**src/rtl/assert_macros.svh**
```systemverilog
// ----------------------------------------------------------------------------
// assert_macros
// concurrent assertion shorthands, clocked on clk and disabled in reset
// ----------------------------------------------------------------------------
`ifndef ASSERT_MACROS_SVH
`define ASSERT_MACROS_SVH

// consequent must hold in the same cycle as the antecedent
`define ASSERT_SAME(lbl, ante, cons) \
  lbl: assert property (@(posedge clk) disable iff (rst) (ante) |-> (cons)) \
    else $error("assertion failed");

// consequent must hold in the cycle after the antecedent
`define ASSERT_NEXT(lbl, ante, cons) \
  lbl: assert property (@(posedge clk) disable iff (rst) (ante) |=> (cons)) \
    else $error("assertion failed");

`endif

```
**src/rtl/smp_pkg.sv**
```systemverilog
// ----------------------------------------------------------------------------
// smp_pkg
// shared types and constants of the sha-256 message padder
// ----------------------------------------------------------------------------
package smp_pkg;

  localparam logic [7:0] PAD_MARK     = 8'h80;
  localparam logic [3:0] LEN_HI_INDEX = 4'd14;
  localparam logic [3:0] LAST_INDEX   = 4'd15;
  localparam logic [5:0] LAST_POS     = 6'd55;

  // source of the word loaded into the output register
  typedef enum logic [2:0] {
    SEL_BYTE,
    SEL_FIRST,
    SEL_ZERO,
    SEL_LEN_HI,
    SEL_LEN_LO
  } word_sel_t;

  // commands from the controller to the datapath
  typedef struct packed {
    logic      take_byte;
    logic      emit;
    word_sel_t sel;
    logic      advance;
    logic      clear;
  } cmd_t;

  // status from the datapath to the controller
  typedef struct packed {
    logic slot_full;
    logic at_last_pos;
    logic next_is_len;
  } status_t;

endpackage

```
**src/rtl/smp_datapath.sv**
```systemverilog
// ----------------------------------------------------------------------------
// smp_datapath
// bit count, block position, partial word and the output word register
// ----------------------------------------------------------------------------
module smp_datapath
  import smp_pkg::*;
(
  input  logic        clk,
  input  logic        rst,
  input  cmd_t        cmd,
  input  logic [7:0]  data_byte,
  output status_t     status,
  output logic [31:0] out_word,
  output logic [3:0]  out_index,
  output logic        out_last,
  output logic        out_block_done
);

  logic [63:0] bit_length;
  logic [5:0]  block_position;
  logic [23:0] partial_word;
  logic [1:0]  slot;
  logic [3:0]  word_index;
  logic [31:0] first_word;
  logic [31:0] word_mux;

  assign slot       = block_position[1:0];
  assign word_index = block_position[5:2];

  // status for the controller
  assign status.slot_full   = (slot == 2'd3);
  assign status.at_last_pos = (block_position == LAST_POS);
  assign status.next_is_len = ((word_index + 4'd1) == LEN_HI_INDEX);

  // first padding word: pending bytes, the marker, then zeros
  always_comb begin
    case (slot)
      2'd0:    first_word = {PAD_MARK, 24'h000000};
      2'd1:    first_word = {partial_word[7:0], PAD_MARK, 16'h0000};
      2'd2:    first_word = {partial_word[15:0], PAD_MARK, 8'h00};
      default: first_word = {partial_word[23:0], PAD_MARK};
    endcase
  end

  // word source select
  always_comb begin
    case (cmd.sel)
      SEL_BYTE:   word_mux = {partial_word, data_byte};
      SEL_FIRST:  word_mux = first_word;
      SEL_ZERO:   word_mux = 32'h00000000;
      SEL_LEN_HI: word_mux = bit_length[63:32];
      SEL_LEN_LO: word_mux = bit_length[31:0];
      default:    word_mux = 32'h00000000;
    endcase
  end

  // message state
  always_ff @(posedge clk) begin
    if (rst) begin
      bit_length     <= 64'd0;
      block_position <= 6'd0;
      partial_word   <= 24'd0;
    end else if (cmd.clear) begin
      bit_length     <= 64'd0;
      block_position <= 6'd0;
      partial_word   <= 24'd0;
    end else if (cmd.take_byte) begin
      bit_length     <= bit_length + 64'd8;
      block_position <= block_position + 6'd1;
      partial_word   <= (slot == 2'd3) ? 24'd0 : {partial_word[15:0], data_byte};
    end else if (cmd.advance) begin
      block_position <= {word_index + 4'd1, 2'b00};
      partial_word   <= 24'd0;
    end
  end

  // output word register
  always_ff @(posedge clk) begin
    if (cmd.emit) begin
      out_word  <= word_mux;
      out_index <= word_index;
      out_last  <= (cmd.sel == SEL_LEN_LO);
    end
  end

  assign out_block_done = (out_index == LAST_INDEX);

endmodule

```
**src/rtl/smp_ctrl.sv**
```systemverilog
// ----------------------------------------------------------------------------
// smp_ctrl
// sequencer for byte intake and the padding run, owns the output valid flag
// ----------------------------------------------------------------------------
module smp_ctrl
  import smp_pkg::*;
(
  input  logic    clk,
  input  logic    rst,
  input  logic    in_valid,
  input  logic    in_has,
  input  logic    in_end,
  input  logic    out_ready,
  input  status_t status,
  output logic    in_ready,
  output logic    out_valid,
  output cmd_t    cmd
);

  typedef enum logic [2:0] {
    S_BYTE,
    S_PAD_FIRST,
    S_PAD_ZERO,
    S_LEN_HI,
    S_LEN_LO
  } state_t;

  state_t state;
  state_t state_next;
  logic   out_free;
  logic   accept;

  // output register can take a word when empty or being drained
  assign out_free = !out_valid || out_ready;
  assign in_ready = (state == S_BYTE) && out_free;
  assign accept   = in_valid && in_ready;

  // next state and datapath commands
  always_comb begin
    state_next    = state;
    cmd.take_byte = 1'b0;
    cmd.emit      = 1'b0;
    cmd.sel       = SEL_BYTE;
    cmd.advance   = 1'b0;
    cmd.clear     = 1'b0;
    case (state)
      S_BYTE: begin
        if (accept && in_has) begin
          cmd.take_byte = 1'b1;
          cmd.emit      = status.slot_full;
        end
        // a byte landing at position 55 cancels the end flag
        if (accept && in_end && !(in_has && status.at_last_pos)) begin
          state_next = S_PAD_FIRST;
        end
      end
      S_PAD_FIRST: begin
        if (out_free) begin
          cmd.emit    = 1'b1;
          cmd.sel     = SEL_FIRST;
          cmd.advance = 1'b1;
          state_next  = status.next_is_len ? S_LEN_HI : S_PAD_ZERO;
        end
      end
      S_PAD_ZERO: begin
        if (out_free) begin
          cmd.emit    = 1'b1;
          cmd.sel     = SEL_ZERO;
          cmd.advance = 1'b1;
          if (status.next_is_len) begin
            state_next = S_LEN_HI;
          end
        end
      end
      S_LEN_HI: begin
        if (out_free) begin
          cmd.emit    = 1'b1;
          cmd.sel     = SEL_LEN_HI;
          cmd.advance = 1'b1;
          state_next  = S_LEN_LO;
        end
      end
      S_LEN_LO: begin
        if (out_free) begin
          cmd.emit   = 1'b1;
          cmd.sel    = SEL_LEN_LO;
          cmd.clear  = 1'b1;
          state_next = S_BYTE;
        end
      end
      default: begin
        state_next = S_BYTE;
      end
    endcase
  end

  // state and output valid flag
  always_ff @(posedge clk) begin
    if (rst) begin
      state     <= S_BYTE;
      out_valid <= 1'b0;
    end else begin
      state <= state_next;
      if (cmd.emit) begin
        out_valid <= 1'b1;
      end else if (out_ready) begin
        out_valid <= 1'b0;
      end
    end
  end

endmodule

```
**src/rtl/sha256_message_padder.sv**
```systemverilog
// ----------------------------------------------------------------------------
// sha256_message_padder
// byte stream in, sha-256 padded stream out as big-endian 32-bit words
// ----------------------------------------------------------------------------
// Message bytes are taken one per cycle while the output side keeps up; every
// fourth byte yields one word transfer through the single output register.
// An item with the end flag starts the padding run: the 0x80 marker word,
// zero words and the two 32-bit halves of the 64-bit length, one word per cycle
// from the sequencer while the output side keeps up; no input is taken during
// the run. A byte carrying the end flag at block position 55 is appended and its
// end flag dropped; a following empty end item closes the message. After the
// final word (tlast) the state returns to reset for the next message.
`include "assert_macros.svh"

module sha256_message_padder
  import smp_pkg::*;
(
  input  logic        clk,
  input  logic        rst,
  input  logic        s_tvalid,
  output logic        s_tready,
  input  logic [7:0]  s_tdata,   // data_byte [7:0]
  input  logic        s_tuser,   // has_byte [0]
  input  logic        s_tlast,   // end_of_message
  output logic        m_tvalid,
  input  logic        m_tready,
  output logic [39:0] m_tdata,   // padded_word [31:0], word_in_block [35:32], zeros
  output logic        m_tuser,   // block_done [0]
  output logic        m_tlast    // message_done
);

  cmd_t        cmd;
  status_t     status;
  logic [31:0] out_word;
  logic [3:0]  out_index;
  logic        out_last;
  logic        out_block_done;

  // sequencer
  smp_ctrl u_ctrl (
    .clk       (clk),
    .rst       (rst),
    .in_valid  (s_tvalid),
    .in_has    (s_tuser),
    .in_end    (s_tlast),
    .out_ready (m_tready),
    .status    (status),
    .in_ready  (s_tready),
    .out_valid (m_tvalid),
    .cmd       (cmd)
  );

  // message state and word assembly
  smp_datapath u_datapath (
    .clk            (clk),
    .rst            (rst),
    .cmd            (cmd),
    .data_byte      (s_tdata),
    .status         (status),
    .out_word       (out_word),
    .out_index      (out_index),
    .out_last       (out_last),
    .out_block_done (out_block_done)
  );

  // output packing
  assign m_tdata = {4'b0000, out_index, out_word};
  assign m_tuser = out_block_done;
  assign m_tlast = out_last;

  // the final word always closes a block
  `ASSERT_SAME(a_last_ends_block, m_tvalid && m_tlast, m_tuser && (m_tdata[35:32] == LAST_INDEX))
  // no input is taken while a padding word is being produced
  `ASSERT_SAME(a_no_intake_in_pad, cmd.advance || cmd.clear, !s_tready)
  // the output register is empty after the final transfer
  `ASSERT_NEXT(a_ready_after_last, m_tvalid && m_tready && m_tlast, !m_tvalid)

endmodule
```
**config.mk**
```make
export PLATFORM = sky130hd
export DESIGN_NAME = sha256_message_padder
export DESIGN_NICKNAME = d
export VERILOG_FILES = /design/src/rtl/smp_pkg.sv /design/src/rtl/smp_datapath.sv /design/src/rtl/smp_ctrl.sv /design/src/rtl/sha256_message_padder.sv
export VERILOG_INCLUDE_DIRS = /design/src /design/src/rtl
export SDC_FILE = /design/constraint.sdc
export NUM_CORES = 1
export LEC_CHECK = 0
export BUFFER_PORTS_ARGS = -buffer_cell sky130_fd_sc_hd__buf_2
export CORE_MARGIN = 5
export CORE_UTILIZATION = 38
export CTS_CLUSTER_SIZE = 14
export DETAILED_ROUTE_END_ITERATION = 8
export GPL_ROUTABILITY_DRIVEN = 0
export HOLD_SLACK_MARGIN = 0.15
export PLACE_DENSITY_LB_ADDON = 0.08
export SLEW_MARGIN = 20
export SYNTH_ARGS = -nofsm -noshare
export SYNTH_HDL_FRONTEND = slang
export SYNTH_HIERARCHICAL = 1
export SYNTH_SLANG_ARGS = --single-unit
```
**constraint.sdc**
```tcl
create_clock -name clk -period 4.01 [get_ports clk]
set_clock_uncertainty 0.1 [all_clocks]
set_input_delay 1.203 -clock clk [delete_from_list [all_inputs] [get_ports clk]]
set_output_delay 1.203 -clock clk [all_outputs]
set_load 0.1 [all_outputs]
```
After elaboration in Yosys (flattened, before gate mapping)
Index checks and enable logic that the tools add are counted.
Word-level totals
  flip-flop bits (word level): 135
  output and inout port bits: 44
Operators by class
  add/subtract/negate cells: 3
  eq/ne operators: 19
  multiplexer cells: 28
  reductions and logical operators: 16
Operators by type and width (number)
  one-hot mux 32 bit (4 select lines): 1
  one-hot mux 32 bit (3 select lines): 1
  two-way mux 24 bit: 3
  adder 64 x 4 -> 64 bit, second input constant: 1
  two-way mux 3 bit: 6
  two-way mux 5 bit: 3
  one-hot mux 3 bit (5 select lines): 1
  two-way mux 6 bit: 2
  one-hot mux 3 bit (4 select lines): 1
  inequality test 2 x 1 -> 1 bit, second input constant: 5
  == test 3 x 2 -> 1 bit, second input constant: 3
  == test 4 bit, second input constant: 2
  adder 6 x 1 -> 6 bit, second input constant: 1
  == test 3 x 1 -> 1 bit, second input constant: 2
  == test 3 bit, second input constant: 2
  == test 6 bit, second input constant: 1
  logical AND 1 bit: 6
  logical NOT 3 bit: 2
  two-way mux 1 bit: 6
  AND reduction 6 bit: 1
  one-hot mux 1 bit (5 select lines): 1
  adder 4 x 1 -> 4 bit, second input constant: 1
  == test 2 bit, second input constant: 2
  two-way mux 4 bit: 1
  9 further kinds: 11

Longest topological paths before layout
  depth after elaboration: 8
  mapped depth: 12
  gate-level depth less buffers: 9

By module
The synthesis kept the hierarchy.
Modules (own cells, without submodules)
  smp_datapath: instances 1, cells an instance 631, area each 5957.0 µm², sequential area each 2932.8 µm²
  smp_ctrl: instances 1, cells an instance 38, area each 272.8 µm², sequential area each 80.1 µm²
  sha256_message_padder: instances 1, cells an instance 5, area each 33.8 µm², sequential area each 0.0 µm²

Worst setup path before layout
OpenSTA, ideal clock, no wires.
  path type: input to register
  start point: in m_tready
  end point: reg u_datapath.bit_length[63]
  library setup time: 72 ps
  data arrival time: 4431 ps
  setup slack: -593 ps
  stages on the path: 10
  path buffers: 2
  path through: nor2b_1 -> clkbuf_2 -> nor2_1 -> and3_1 -> and4_1 -> and4_2 -> nand2_1 -> buf_2 -> nor4_1 -> mux2i_1
RTL lines
  start, declared: RTL line sha256_message_padder.sv:26  | input logic m_tready,
  end signal, assigned: RTL line smp_datapath.sv:68  | bit_length <= bit_length + 64'd8;
  end, declared: RTL line smp_datapath.sv:19  | logic [63:0] bit_length;

Worst setup path in the final report
  start point: in m_tready
  end point: out s_tready
Between the ends
  longest elaborated chain between the ends: 2
Ends and longest elaborated chain
  logical OR 1 bit: RTL line smp_ctrl.sv:34  | assign out_free = !out_valid || out_ready;
  logical AND 1 bit: RTL line smp_ctrl.sv:35  | assign in_ready = (state == S_BYTE) && out_free;
  end, declared: RTL line sha256_message_padder.sv:21  | output logic s_tready,
No other way between the ends.

==> reports/results.tsv <==
stage	metric	value	unit
final_layout	fill count	1642	
worst_hold_path	worst hold path class	flop to flop	
grt	GRT overflow	0	
logic_synthesis	ys flop type	dfxtp_1	
clocking	Num CTS Buffers	17	
sta	# setup viols final	0	
drt	routed length per instance	18.56	µm
sta	Slew Limit Headroom	44.24	%
critical_path	Crit Path Max Fanout	8	
logic_synthesis	Synth top area share	30.36	%
clocking	clk_lat worst skew	430	ps
critical_path	Top Family by Delay on Critical Path	simple AND/OR/NAND/NOR gates	
clocking	CTS tree	done	
critical_path	WP data arrival	2220	ps
placed_design	Placed Area	6756	µm²
logic_synthesis	main combinational cell family by area after synthesis	simple AND/OR/NAND/NOR gates	
logic_synthesis	Synth Area in Compound Gates	15.42	%
sta	Slew Viols, Final	0	
logic_synthesis	most frequent cell after synthesis	dfxtp_1	
final_layout	Ant. Diodes	0	
critical_path	crit path kind	input pin to output pin	
floorplanning	IO Pins	58	
critical_path	CP peak stage delay	520	ps
clocking	Clk pin slew, worst setup/hold paths	60	ps
pwr	total power	0.005368	W
critical_path	Buffers & Inverters on Critical Path	2	
logic_synthesis	mux contribution to synthesized area	1.278	%
logic_synthesis	Post-Synthesis Cell Area	6264	µm²
logic_synthesis	Simple-Gate Fraction of Synth Area	24.55	%
logic_synthesis	Synth Area in Adders	1.598	%
sta	unrepaired setup endpoints after global routing	no	
logic_synthesis	top post-synthesis cells by count	dfxtp_1, nor2_1, nand2_1	
clocking	H-tree depth	4	
pwr	Pleak	2.620	nW
grt	first-pass GRT wire length	28.41	mm
drt	iteration count of the initial detailed-routing pass	5	
logic_synthesis	YS warnings	6	
logic_synthesis	largest cells by area after synthesis	dfxtp_1, edfxtp_1, a22oi_1, nor2_1, xor2_1	
drt	final wirelength	17.69	mm
clocking	hold-fix buffers at CTS	0	
sta	fmax	283.8	MHz
clocking	Root Buffer	clkbuf_16	
logic_synthesis	Synth Instances	674	
final_layout	layout cells sized above 1	15.96	%
critical_path	nature of the critical path endpoint	output pin	
floorplanning	Die Width	138.4	µm
drt	DRT iter0 DRCs	436	
clocking	TritonCTS Sinks	132	
critical_path	Most common cell on crit path	buf_2	
grt	largest net degree at the start of global routing	91	
logic_synthesis	Post-Synth XOR/XNOR Area	5.034	%
drt	# DRC	0	
sta	Final min period	3524	ps
logic_synthesis	post-synth cell types	53	
sta	part of the cycle the worst path needs	87.89	%
clocking	post-cts gate resize count	0	
logic_synthesis	cell taking the most area after synthesis	dfxtp_1	
sta	Setup TNS Final	0	ps
critical_path	CP cell instances	buf_2 > nor2b_1 > nor2_4 > buf_2	
placed_design	Post-DP HPWL	12.36	mm
drt	Avg Vias per Cell	5.509	
logic_synthesis	asr flop ratio synth	0	%
grt	number of antenna violations at the first check in global routing	0	
logic_synthesis	sequential share of the synthesized area	48.10	%
logic_synthesis	#FFs+latches synth	132	
floorplanning	total core area	16350	µm²
status	run status	complete, no violations	
logic_synthesis	Post-synth EDFFs	37	
clocking	clk buf depth	2	
critical_path	critical path required time	2710	ps
floorplanning	Rows	47	
critical_path	Critical Path Start Type	input pin	
worst_hold_path	Min-Delay Startpoint	u_datapath/bit_length[63]	
logic_synthesis	Avg Cell Area, Syn	9.293	µm²
pwr	PwrDens	732.0	nW/µm²
floorplanning	Die Area	19150	µm²
critical_path	reg2reg start	u_ctrl/state[2]	
placed_design	Buffers on Ports	53	
final_layout	fin area	7333	µm²
final_layout	nets	742	
drt	routed via count	5250	
pwr	Max VDD drop	0.5257	mV
critical_path	Worst Setup SP	m_tready	
critical_path	CP max stage cell	nor2b_1	
clocking	Post-CTS Setup Bufs	0	
final_layout	Area growth, synth to finish	17.08	%
sta	worst-margin pin slew	830.2	ps
floorplanning	DIE HEIGHT	138.4	µm
grt	vias in the first global route	5033	
floorplanning	Initial Util	38.31	%
job	Max-cap violations	0	
sta	Fin. Hold Viols	0	
grt	GRT Total Usage	18.69	%
drt	post-route ant nets	0	
-- registers in the layout, indices dropped and copies added (netlist names) --
name	count
u_ctrl/out_valid	1
u_datapath/out_index	4
u_datapath/bit_length	61
u_datapath/partial_word	24
u_datapath/out_last	1
u_datapath/out_word	32
u_datapath/block_position	6
u_ctrl/state	3
-- through the flow --
step	setup slack [ps]	cells	hold WS, ps	util, %
3_5_place_dp	331.6	921	380.1	41.33
6_report	485.8	953	395.0	44.86
3_3_place_gp	385.7	921	376.7	41.33
2_1_floorplan	247.2	677	343.6	-
4_1_cts	479.1	953	387.9	44.86
5_1_grt	406.2	953	401.8	44.86
-- layout by cell type (no fill, tap or decap), types with 3 or more instances in the layout --
master      count
or3_1          19
mux2i_1         8
nand3_1        37
edfxtp_1       37
nor3_1          8
a22oi_1        47
buf_4          13
dfxtp_1        95
o31ai_1         8
conb_1          4
a22o_1          8
nor2b_1         3
a21oi_1        38
nand4_1        23
and2_1          7
clkbuf_16      17
ha_1            8
or4_1           8
xnor2_1        11
inv_1          13
nand2_1        58
clkinvlp_4      5
clkinv_2        3
and4_1          7
xor2_1         25
o21ai_0        29
and3_1          9
buf_2          53
nor2_1         78
nor4_1          4
a221o_1         9
or2_2           3
-- final cells by class --
| cell class | count | area, µm² | share of cell area, % |
|---|---|---|---|
| Clock buffer | 18 | 439.2 | 5.989 |
| Clock inverter | 14 | 137.6 | 1.877 |
| Inverter | 13 | 48.80 | 0.6654 |
| Multi-Input combinational cell | 489 | 3037 | 41.41 |
| Sequential cell | 132 | 3013 | 41.09 |
| Tap cell | 220 | 275.3 | 3.754 |
| Timing Repair Buffer | 67 | 382.9 | 5.221 |
-- routing by layer --
layer	GRT usage, %	share of wire [%]	up-vias
li1	-	-	2561
met1	24.98	46	2530
met2	29.88	47	142
met3	4.282	5.0	17
met4	6.500	1.6	0
met5	0	0	-
-- cells by family (layout without fill, tap and decap cells) --
logic type | Yosys count | count (layout)
buffers and inverters | 56 | 112
adders and majority gates | 8 | 8
AOI/OAI and AO/OA | 146 | 146
other | 1 | 4
DFF | 132 | 132
and+or+nand+nor | 287 | 287
xor gates and xnor gates | 36 | 36
muxes | 8 | 8
-- report_power, final --
group	leakage, nW	switching [W]	total [W]	internal (W)
logic	1.23	0.00178	0.00209	0.000309
registers	1.12	0.000120	0.00176	0.00164
clock network	0.269	0.000595	0.00152	0.000922
total	2.62	0.00249	0.00537	0.00287
-- final timing paths --
check	cells after the start	slack, ps	end
max reg2reg	8	960	u_datapath/bit_length[49]
min reg2reg	2	400	u_datapath/bit_length[63]
min	2	400	u_datapath/bit_length[63]
max	4	490	s_tready
-- tightest hold or removal path, delay by kind of cell (launching register included) --
| kind | cells | cell delay, ps |
|---|---|---|
| mux | 1 | 60 |
| flops | 1 | 330 |
| simple gates | 1 | 60 |
Note: power is estimated with default switching activity, not from simulation.
